$ cat src/rtl/core/rgbls_pkg.sv
// Shared commands, register indexes and constants of the LED strip serializer.
package rgbls_pkg;

  typedef logic [1:0] cmd_t;

  localparam cmd_t CMD_TICK  = 2'd0;
  localparam cmd_t CMD_SET   = 2'd1;
  localparam cmd_t CMD_START = 2'd2;
  localparam cmd_t CMD_CLEAR = 2'd3;

  typedef logic [2:0] reg_idx_t;

  localparam reg_idx_t REG_ZERO_HIGH = 3'd0;
  localparam reg_idx_t REG_ZERO_LOW  = 3'd1;
  localparam reg_idx_t REG_ONE_HIGH  = 3'd2;
  localparam reg_idx_t REG_ONE_LOW   = 3'd3;
  localparam reg_idx_t REG_LATCH     = 3'd4;
  localparam reg_idx_t REG_ACTIVE    = 3'd5;

  typedef logic [15:0] ticks_t;
  typedef logic [23:0] color_t;

  localparam ticks_t     RST_ZERO_HIGH = 16'd50;
  localparam ticks_t     RST_ZERO_LOW  = 16'd100;
  localparam ticks_t     RST_ONE_HIGH  = 16'd100;
  localparam ticks_t     RST_ONE_LOW   = 16'd50;
  localparam ticks_t     RST_LATCH     = 16'd8000;
  localparam logic [6:0] RST_ACTIVE    = 7'd60;

  localparam logic [4:0] BITS_PER_LED  = 5'd24;

endpackage

$ cat src/rtl/core/rgb_led_strip_serializer.sv
// Top level of the one-wire RGB LED strip serializer with its frame store memory.
//
//  channel | direction | handshake           | beat contents
//  in_     | in        | in_valid / in_stall | cmd, led_index, red, green, blue
//  out_    | out       | out_valid/out_stall | pin_level, busy_res, accepted, frame_done
//  cfg_    | in        | cfg_valid/cfg_ready | cfg_index, cfg_data
//
//  One beat per cycle in unless stalled, one registered result beat per input beat.
//  The frame store read is registered ahead of use; the next LED is prefetched.
//  Reset and a clear command start a zeroing pass over all MAX_LEDS entries of the
//  frame store; during it only set commands stall, everything else flows.
//  in_stall follows out_stall while the output register holds a beat.
module rgb_led_strip_serializer #(
  parameter int MAX_LEDS = 64
) (
  input  logic                clk,
  input  logic                rst_n,
  input  logic                in_valid,
  output logic                in_stall,
  input  logic [1:0]          in_cmd,
  input  logic [5:0]          in_led_index,
  input  logic [7:0]          in_red,
  input  logic [7:0]          in_green,
  input  logic [7:0]          in_blue,
  output logic                out_valid,
  input  logic                out_stall,
  output logic                out_pin_level,
  output logic                out_busy_res,
  output logic                out_accepted,
  output logic                out_frame_done,
  input  logic                cfg_valid,
  output logic                cfg_ready,
  input  logic [2:0]          cfg_index,
  input  logic [15:0]         cfg_data
);

  localparam int AW    = (MAX_LEDS > 1) ? $clog2(MAX_LEDS) : 1;
  localparam int CNT_W = $clog2(MAX_LEDS + 1);

  localparam logic [1:0] PH_IDLE  = 2'd0;
  localparam logic [1:0] PH_HIGH  = 2'd1;
  localparam logic [1:0] PH_LOW   = 2'd2;
  localparam logic [1:0] PH_LATCH = 2'd3;

  function automatic rgbls_pkg::ticks_t at_least_one(input rgbls_pkg::ticks_t v);
    return (v == '0) ? 16'd1 : v;
  endfunction

  // configuration registers
  rgbls_pkg::ticks_t zero_high_r, zero_low_r, one_high_r, one_low_r, latch_r;
  logic [6:0]        active_r;

  // refresh state
  logic [1:0]          phase_r, phase_nxt;
  rgbls_pkg::color_t   shift_r, shift_nxt;
  logic [CNT_W-1:0]    led_cnt_r, led_cnt_nxt;
  logic [4:0]          bit_cnt_r, bit_cnt_nxt;
  rgbls_pkg::ticks_t   tick_cnt_r, tick_cnt_nxt;

  // zeroing pass
  logic                clr_active_r, clr_active_nxt;
  logic [AW-1:0]       clr_ptr_r, clr_ptr_nxt;

  // frame store
  rgbls_pkg::color_t   mem [MAX_LEDS];
  rgbls_pkg::color_t   mem_q_r, fwd_data_r, rd_word, mem_wdata;
  logic                fwd_r, rd_zero_r, mem_we;
  logic [AW-1:0]       rd_addr, mem_waddr;

  // output register
  logic out_valid_r, out_valid_nxt;
  logic out_pin_r, out_busy_r, out_acc_r, out_done_r;
  logic pin, acc, done, clear_start, in_acc;

  logic [CNT_W-1:0]    led_count, led_inc;
  rgbls_pkg::ticks_t   hi_thr, lo_thr, latch_thr;
  logic [16:0]         tick_inc;
  logic [4:0]          bit_inc;
  logic                is_set, bit_one;

  assign cfg_ready = 1'b1;

  always_ff @(posedge clk) begin
    if (!rst_n) begin
      zero_high_r <= rgbls_pkg::RST_ZERO_HIGH;
      zero_low_r  <= rgbls_pkg::RST_ZERO_LOW;
      one_high_r  <= rgbls_pkg::RST_ONE_HIGH;
      one_low_r   <= rgbls_pkg::RST_ONE_LOW;
      latch_r     <= rgbls_pkg::RST_LATCH;
      active_r    <= rgbls_pkg::RST_ACTIVE;
    end else if (cfg_valid && cfg_ready) begin
      case (cfg_index)
        rgbls_pkg::REG_ZERO_HIGH: zero_high_r <= cfg_data;
        rgbls_pkg::REG_ZERO_LOW:  zero_low_r  <= cfg_data;
        rgbls_pkg::REG_ONE_HIGH:  one_high_r  <= cfg_data;
        rgbls_pkg::REG_ONE_LOW:   one_low_r   <= cfg_data;
        rgbls_pkg::REG_LATCH:     latch_r     <= cfg_data;
        rgbls_pkg::REG_ACTIVE:    active_r    <= cfg_data[6:0];
        default: ;
      endcase
    end
  end

  assign led_count = (32'(active_r) > MAX_LEDS) ? CNT_W'(MAX_LEDS) : CNT_W'(active_r);

  assign is_set   = (in_cmd == rgbls_pkg::CMD_SET);
  assign in_stall = (out_valid_r && out_stall) || (clr_active_r && is_set);
  assign in_acc   = in_valid && !in_stall;

  // prefetch LED 0 while idle or latching, else the LED after the current one
  assign rd_addr = (phase_r == PH_IDLE || phase_r == PH_LATCH) ? '0 : AW'(led_cnt_r + 1'b1);
  assign rd_word = rd_zero_r ? '0 : (fwd_r ? fwd_data_r : mem_q_r);

  assign bit_one   = shift_r[23];
  assign hi_thr    = at_least_one(bit_one ? one_high_r : zero_high_r);
  assign lo_thr    = at_least_one(bit_one ? one_low_r : zero_low_r);
  assign latch_thr = at_least_one(latch_r);
  assign tick_inc  = {1'b0, tick_cnt_r} + 17'd1;
  assign bit_inc   = bit_cnt_r + 5'd1;
  assign led_inc   = led_cnt_r + 1'b1;

  always_comb begin
    phase_nxt    = phase_r;
    shift_nxt    = shift_r;
    led_cnt_nxt  = led_cnt_r;
    bit_cnt_nxt  = bit_cnt_r;
    tick_cnt_nxt = tick_cnt_r;
    pin          = 1'b0;
    acc          = 1'b0;
    done         = 1'b0;
    clear_start  = 1'b0;
    if (in_acc) begin
      if (in_cmd == rgbls_pkg::CMD_TICK) begin
        acc = 1'b1;
        case (phase_r)
          PH_HIGH: begin
            pin          = 1'b1;
            tick_cnt_nxt = tick_inc[15:0];
            if (tick_inc >= {1'b0, hi_thr}) begin
              tick_cnt_nxt = '0;
              phase_nxt    = PH_LOW;
            end
          end
          PH_LOW: begin
            tick_cnt_nxt = tick_inc[15:0];
            if (tick_inc >= {1'b0, lo_thr}) begin
              tick_cnt_nxt = '0;
              shift_nxt    = {shift_r[22:0], 1'b0};
              bit_cnt_nxt  = bit_inc;
              phase_nxt    = PH_HIGH;
              if (bit_inc >= rgbls_pkg::BITS_PER_LED) begin
                bit_cnt_nxt = '0;
                led_cnt_nxt = led_inc;
                if (led_inc >= led_count) begin
                  shift_nxt = '0;
                  phase_nxt = PH_LATCH;
                end else begin
                  shift_nxt = rd_word;
                end
              end
            end
          end
          PH_LATCH: begin
            tick_cnt_nxt = tick_inc[15:0];
            if (tick_inc >= {1'b0, latch_thr}) begin
              tick_cnt_nxt = '0;
              phase_nxt    = PH_IDLE;
              done         = 1'b1;
            end
          end
          default: ;
        endcase
      end else if (phase_r == PH_IDLE) begin
        if (is_set) begin
          acc = (32'(in_led_index) < 32'(led_count));
        end else begin
          acc          = 1'b1;
          clear_start  = (in_cmd == rgbls_pkg::CMD_CLEAR);
          led_cnt_nxt  = '0;
          bit_cnt_nxt  = '0;
          tick_cnt_nxt = '0;
          if (led_count == '0) begin
            shift_nxt = '0;
            phase_nxt = PH_LATCH;
          end else begin
            // a clear zeroes everything, so entry 0 is known without a read
            shift_nxt = clear_start ? '0 : rd_word;
            phase_nxt = PH_HIGH;
          end
        end
      end
    end
  end

  // single write port: zeroing pass, else an accepted set
  always_comb begin
    mem_we    = 1'b0;
    mem_waddr = clr_ptr_r;
    mem_wdata = '0;
    if (clr_active_r) begin
      mem_we = 1'b1;
    end else if (in_acc && is_set && acc) begin
      mem_we    = 1'b1;
      mem_waddr = AW'(in_led_index);
      mem_wdata = {in_green, in_red, in_blue};
    end
  end

  always_comb begin
    clr_active_nxt = clr_active_r;
    clr_ptr_nxt    = clr_ptr_r;
    if (clear_start) begin
      clr_active_nxt = 1'b1;
      clr_ptr_nxt    = '0;
    end else if (clr_active_r) begin
      if (clr_ptr_r == AW'(MAX_LEDS - 1)) begin
        clr_active_nxt = 1'b0;
      end else begin
        clr_ptr_nxt = clr_ptr_r + 1'b1;
      end
    end
  end

  always_ff @(posedge clk) begin
    if (mem_we) begin
      mem[mem_waddr] <= mem_wdata;
    end
    mem_q_r    <= mem[rd_addr];
    fwd_data_r <= mem_wdata;
  end

  always_ff @(posedge clk) begin
    if (!rst_n) begin
      fwd_r     <= 1'b0;
      rd_zero_r <= 1'b1;
    end else begin
      fwd_r     <= mem_we && (mem_waddr == rd_addr);
      // entries at or above the pass pointer are not yet zeroed in the array
      rd_zero_r <= clr_active_r && (rd_addr >= clr_ptr_r);
    end
  end

  always_ff @(posedge clk) begin
    if (!rst_n) begin
      phase_r      <= PH_IDLE;
      shift_r      <= '0;
      led_cnt_r    <= '0;
      bit_cnt_r    <= '0;
      tick_cnt_r   <= '0;
      clr_active_r <= 1'b1;
      clr_ptr_r    <= '0;
      out_valid_r  <= 1'b0;
    end else begin
      phase_r      <= phase_nxt;
      shift_r      <= shift_nxt;
      led_cnt_r    <= led_cnt_nxt;
      bit_cnt_r    <= bit_cnt_nxt;
      tick_cnt_r   <= tick_cnt_nxt;
      clr_active_r <= clr_active_nxt;
      clr_ptr_r    <= clr_ptr_nxt;
      out_valid_r  <= out_valid_nxt;
    end
  end

  assign out_valid_nxt = in_acc || (out_valid_r && out_stall);

  always_ff @(posedge clk) begin
    if (in_acc) begin
      out_pin_r  <= pin;
      out_busy_r <= (phase_nxt != PH_IDLE);
      out_acc_r  <= acc;
      out_done_r <= done;
    end
  end

  assign out_valid      = out_valid_r;
  assign out_pin_level  = out_pin_r;
  assign out_busy_res   = out_busy_r;
  assign out_accepted   = out_acc_r;
  assign out_frame_done = out_done_r;

endmodule

$ cat config.mk
export PLATFORM = sky130hd
export DESIGN_NAME = rgb_led_strip_serializer
export DESIGN_NICKNAME = d
export VERILOG_FILES = /design/src/rtl/core/rgbls_pkg.sv /design/src/rtl/core/rgb_led_strip_serializer.sv
export SDC_FILE = /design/constraint.sdc
export NUM_CORES = 2
export LEC_CHECK = 0
export BUFFER_PORTS_ARGS = -buffer_cell sky130_fd_sc_hd__buf_2
export CAP_MARGIN = 20
export CELL_PAD_IN_SITES_DETAIL_PLACEMENT = 0
export CELL_PAD_IN_SITES_GLOBAL_PLACEMENT = 1
export CORE_ASPECT_RATIO = 0.5
export CORE_MARGIN = 4
export CORE_UTILIZATION = 35
export DETAILED_ROUTE_END_ITERATION = 7
export GPL_TIMING_DRIVEN = 0
export PLACE_DENSITY_LB_ADDON = 0.1
export SLEW_MARGIN = 15
export SYNTH_ARGS = -nofsm -noshare
export SYNTH_HDL_FRONTEND = slang
export SYNTH_SLANG_ARGS = --single-unit
$ cat constraint.sdc
create_clock -name clk -period 7.74 [get_ports clk]
set_clock_uncertainty 0.05 [all_clocks]
set_input_delay 0.774 -clock clk [delete_from_list [all_inputs] [get_ports clk]]
set_output_delay 0.774 -clock clk [all_outputs]
set_load 0.005 [all_outputs]
### Word-level counts from Yosys, hierarchy flattened

Memories as Yosys holds them, arrays and structs flattened. A register that Yosys moved wholly into a read port is not among the register bits.
Index checks and enable logic that the tools add are counted.
W data, S select, Z words.

* memories: 1
* flip-flop bits (word level): 179
* input bits: 56
* word-level logic and storage cells: 153
* RAM bits: 1536

* $lt $le $gt $ge: 8
* add/subtract/negate cells: 4
* bitwise gates (word level): 2
* equal/unequal tests: 17
* mux-type cells: 68
* reductions and logical operators: 32

Memories
* mem: words 64, width 24, read ports 1, clocked after memory_dff 1, write ports 1, RTL line rgb_led_strip_serializer.sv:65 `rgbls_pkg::color_t mem [MAX_LEDS];`

Operator list (number)
* $mux W24: 13
* $mux W16: 11
* $ge A17 B16 Y1: 3
* $mux W7: 7
* $logic_not A16 Y1: 3
* $pmux W16 S3: 1
* $mux W5: 6
* $mux W2: 10
* $mux W6: 3
* $add A16 B1 Y17 const B: 1
* $mux W1: 16
* $reduce_and A2 Y1: 8
* $ne A2 B1 Y1 const B: 4
* $add A7 B1 Y7 const B: 1
* $ge A7 B7 Y1: 1
* $gt A7 B7 Y1 const B: 1
* $logic_and A1 B1 Y1: 7
* $logic_not A7 Y1: 1
* $lt A6 B7 Y1: 1
* $add A6 B1 Y6 const B: 1
* $eq A2 B2 Y1 const B: 3
* $eq A3 B2 Y1 const B: 2
* $eq A3 B3 Y1 const B: 2
* $eq A6 B6 Y1: 1
* 18 further kinds: 24

### Depth between registers and ports, before layout

* depth in word-level cells: 12
* depth in mapped cells: 16
* gate-level depth less buffers: 14

### Worst setup path before layout

OpenSTA, ideal clock, no wires.

* path kind: register to register
* start point: reg shift_r[23]
* end point: reg tick_cnt_r[8]
* period minus slack after synthesis: 3920 ps
* data required time: 7610 ps
* cell stages (with the launch flop): 16
* setup time: 80 ps
* path slack: 3820 ps
* arrival: 3790 ps
* path through: dfxtp_1 > clkbuf_1 > clkbuf_1 > mux2i_1 > nand4_1 > or4_1 > nand2_1 > ha_1 > nor3b_1 > o21ai_0 > a21oi_1 > o211ai_1 > o31ai_1 > clkbuf_1 > o211ai_1 > a22oi_1

* cells in the longest elaborated chain, start to end: 7

Ends and longest elaborated chain
* from (decl): RTL line rgb_led_strip_serializer.sv:55 `rgbls_pkg::color_t shift_r, shift_nxt;`
* from (signal assigned): RTL line rgb_led_strip_serializer.sv:255 `shift_r <= shift_nxt;`
* $mux W16, on equally long branches: RTL line rgb_led_strip_serializer.sv:116, rgb_led_strip_serializer.sv:115
* $logic_not A16 Y1: RTL line rgb_led_strip_serializer.sv:46 `return (v == '0) ? 16'd1 : v;`
* $mux W16: RTL line rgb_led_strip_serializer.sv:46
* $ge A17 B16 Y1, on equally long branches: RTL line rgb_led_strip_serializer.sv:146, rgb_led_strip_serializer.sv:139
* $mux W16, on equally long branches: RTL line rgb_led_strip_serializer.sv:146, rgb_led_strip_serializer.sv:139
* $pmux W16 S3 (*): RTL line rgb_led_strip_serializer.sv:135 `case (phase_r)`
* $mux W16 (*): RTL line rgb_led_strip_serializer.sv:133 `if (in_cmd == rgbls_pkg::CMD_TICK) begin`
* to (signal assigned): RTL line rgb_led_strip_serializer.sv:258 `tick_cnt_r <= tick_cnt_nxt;`
* to (decl): RTL line rgb_led_strip_serializer.sv:58 `rgbls_pkg::ticks_t tick_cnt_r, tick_cnt_nxt;`

Mark *: on every way between the ends. The rest lies on a longest branch, timed or not.
A chain may end at the register's enable or synchronous reset.

### Worst setup path after layout

* start point: reg led_cnt_r[0]
* end point: reg mem_q_r[16], read port of mem

* cells in the longest elaborated chain, start to end: 2

Ends and longest elaborated chain
* from (decl): RTL line rgb_led_strip_serializer.sv:56 `logic [CNT_W-1:0] led_cnt_r, led_cnt_nxt;`
* from (signal assigned): RTL line rgb_led_strip_serializer.sv:256 `led_cnt_r <= led_cnt_nxt;`
* $add A7 B1 Y7
* $mux W6: RTL line rgb_led_strip_serializer.sv:111 `assign rd_addr = (phase_r == PH_IDLE || phase_r == PH_LATCH) ? '0 : AW'(led_cnt_r + 1'b1);`
* to (decl): RTL line rgb_led_strip_serializer.sv:66 `rgbls_pkg::color_t mem_q_r, fwd_data_r, rd_word, mem_wdata;`

Every way passes these cells.

==> flow_summary.yaml <==
outcome:
  status: "finished, final reports clean"
setup_path:
  arrival_ps: 6390
  critical_path_class: "reg2reg"
  crit_path_frequent_cell: "a22oi_1"
  startpoint: "led_cnt_r[0]$_SDFFE_PN0P_"
  r2r_start: "led_cnt_r[0]$_SDFFE_PN0P_"
  path_buf_inv: 3
  cp_cell_sequence: "clkinv_1 -> nand2_1 -> clkbuf_2 -> clkbuf_1 -> mux4_2 -> a22oi_1 -> o211ai_1 -> a22oi_1 -> o221ai_1"
  slowest_stage: "a22oi_1"
  cp_top_family: "compound AO/OA/AOI/OAI gates"
  startpoint_type: "register"
  required_ps: 8240
  critPathMaxStageDelay_ps: 960
  worstPathMaxFanout: 10
  endpoint_kind: "register"
route:
  viasPerCell: 5.55
  first_pass_iters: 5
  drt-initial-drc-count: 4105
  ant_nets: 0
  drc: 0
  drt-wirelength-per-cell_um: 30.2
  vias: 40000
  wl_um: 217000
worst_hold_path:
  hold_start: "cfg_data[15]"
  min_path_type: "in2reg"
synth:
  yosys_warnings: 0
  synthArstFlopShare_pct: 0
  synth_top_area_cell: "edfxtp_1"
  syn_area_um2: 68500
  synth_edf_count: 1540
  yosysTopAreaCellShare_pct: 67.6
  netlist-cell-type-count: 73
  synth_top_flop_cell: "edfxtp_1"
  synthCells: 4128
  synth.top_cells.by_area: "edfxtp_1 68%, mux4_2 6.3%, dfxtp_1 5.8%"
  yosysSeqAreaShare_pct: 73.4
  synth_nets: 4259
  syn_avg_cell_area_um2: 16.6
  synth-seq-cells: 1739
pwr:
  ir_worst_vdd_uv: 152
  pwr-share-clk_pct: 42.2
  p_sw_share_pct: 22.8
  p_sw_mw: 4.55
  p_int_mw: 15.4
  p_leak_nw: 25.5
  pwr-share-seq_pct: 51.6
  power_frac_comb_pct: 6.2
  power_density_nw_per_um2: 249
grt:
  grt_overflow: 0
  antenna_found_initial: 14
  grt_max_degree: 66
  grt_pass1_vias: 39300
  grt_usage_pct: 21.1
  grt_pass1_wl_um: 304000
floorplan:
  core_um2: 194000
  start_util_pct: 35.3
  rows: 114
  die_x_um: 633
  io_pins: 63
  fp.dieH_um: 321
  die-area_um2: 203000
timing:
  fmax_ghz: 0.170
  finalSetupViolCount: 0
  grt_setup_unrepaired: "no"
  max_slew_margin_pct: 19.7
  hold_viol_final: 0
  tightest_slew_ps: 1200
  whs_ps: 254
  drv_slew: 0
  min_period_ps: 5890
  fin_crit_sh_pct: 76.2
  tns_ps: 0
cells_and_area:
  nets: 4582
  drive_above_1_share_pct: 17.3
  multi_input_area_um2: 17400
  fill_cells: 17500
  syn_to_final_growth_pct: 17.0
  regArea_um2: 50200
clocking:
  path_clk_slew_ps: 70
  post-cts-setup-buffers: 0
  postCtsHoldBufs: 0
  clk_latency_ps: 820
  root_buffer: "clkbuf_16"
  htreeDepth: 4
  cts-buffers-inserted: 174
  post_cts_resized: 0
  cts_tree: "yes"
  clockBufferDepth: 4
  clock-sinks: 1739
place:
  portBuffers: 59
  dpl.hpwl_um: 150000
  gp_congestion: 0.852
run:
  maxCapViolCount: 0
path summary, 6_finish.rpt:
| kind | end | slack (ps) | cells past startpoint |
|---|---|---|---|
| hold / removal | one_high_r[15]$_SDFFE_PN0P_ | 250 | 3 |
| setup / recovery | mem_q_r[16]$_DFF_P_ | 1850 | 9 |
| hold reg to reg | one_low_r[0]$_SDFFE_PN0P_ | 400 | 2 |
| setup reg to reg | mem_q_r[16]$_DFF_P_ | 1850 | 9 |
kinds of logic after synthesis:
kind of cell | after synthesis | synth area share, %
AO/OA/AOI/OAI | 858 | 8.91
XOR/XNOR | 32 | 0.420
adder cells (fa/ha/maj) | 75 | 1.37
buffers and inverters | 300 | 2.03
flip-flops | 1739 | 73.4
multiplexers | 391 | 9.23
other | 1 | 0.00548
AND/OR/NAND/NOR | 732 | 4.65
tightest hold or removal path: cells and delay by family:
| kind | cells | cell delay [ps] |
|---|---|---|
| buffers and inverters | 1 | 150 |
| AOI/OAI and AO/OA | 1 | 50 |
| and+or+nand+nor | 1 | 70 |
sequential cells by signal, indices dropped and copies added, names as in the netlist:
name and count:
one_high_r 16, rd_zero_r 1, mem_q_r 24, latch_r 16
zero_low_r 16, out_frame_done 1, out_accepted 1, tick_cnt_r 16
active_r 7, led_cnt_r 7, fwd_data_r 24, out_valid 1
out_busy_res 1, bit_cnt_r 5, clr_active_r 1, clr_ptr_r 6
fwd_r 1, mem 1536, phase_r 2, zero_high_r 16
one_low_r 16, shift_r 24, out_pin_level 1
synthesized netlist by cell type, types with 24 or more instances:
cell type / number
nor2_1: 159
clkbuf_1: 176
nand3_1: 55
inv_1: 47
xnor2_1: 24
a21oi_1: 106
dfxtp_1: 199
edfxtp_1: 1540
o21ai_0: 53
a211oi_1: 101
and2_1: 29
a22o_1: 53
o211ai_1: 67
ha_1: 75
a22oi_1: 76
nor3_1: 66
a31o_2: 51
o22ai_1: 199
a211o_1: 49
mux4_2: 192
nand2_1: 354
o221ai_1: 24
a221oi_1: 24
mux2i_1: 199
layer usage:
| layer | wire length [um] | track usage [%] |
|---|---|---|
| met2 | 97100 | 32.2 |
| met4 | 5210 | 4.89 |
| met5 | 0 | 0 |
| met1 | 102000 | 31.7 |
| met3 | 12700 | 3.30 |
cell type report:
type | count | share of cell area (%)
flip-flops and latches | 1739 | 62.7
multi-input cells | 2089 | 21.7
clock buffers | 207 | 5.76
well taps | 2610 | 4.08
repair buffers | 147 | 2.82
plain buffers | 251 | 1.51
clock inverters | 101 | 1.14
inverters | 49 | 0.233
diodes | 4 | 0.0125
power groups by stage:
stage               Clock, mW  Sequential (mW)  Combinational, mW
CTS                      8.62             10.3               1.23
global route             9.01             10.3               1.30
global placement            0             10.5               1.16
finish                   8.42             10.3               1.23
floorplan                   0             10.5              0.596
detailed placement          0             10.5               1.23
per-stage QoR:
stage	worst slack (ps)	instance area [um^2]	utilization, %	total power, mW	std cells
after CTS	1920	80100	41.3	20.1	7193
after floorplan	3820	68500	-	11.1	4128
after detailed placement	1930	74500	38.5	11.7	6885
after global routing	1620	80100	41.3	20.6	7193
after global placement	681	72000	37.2	11.7	6797
final	1850	80100	41.3	19.9	7197
cell usage in the layout (no fill, tap or decap), drive strengths merged, types with 57 or more instances in the layout:
master and instances:
edfxtp 1540, clkbuf 383, nand2 355, buf 222, mux2i 199, o22ai 199
dfxtp 199, mux4 192, nor2 159, a21oi 106, a211oi 102, a22oi 76
ha 75, clkinv 75, o211ai 67, nor3 66, o21ai 57
Note: power is estimated with default switching activity, not from simulation.
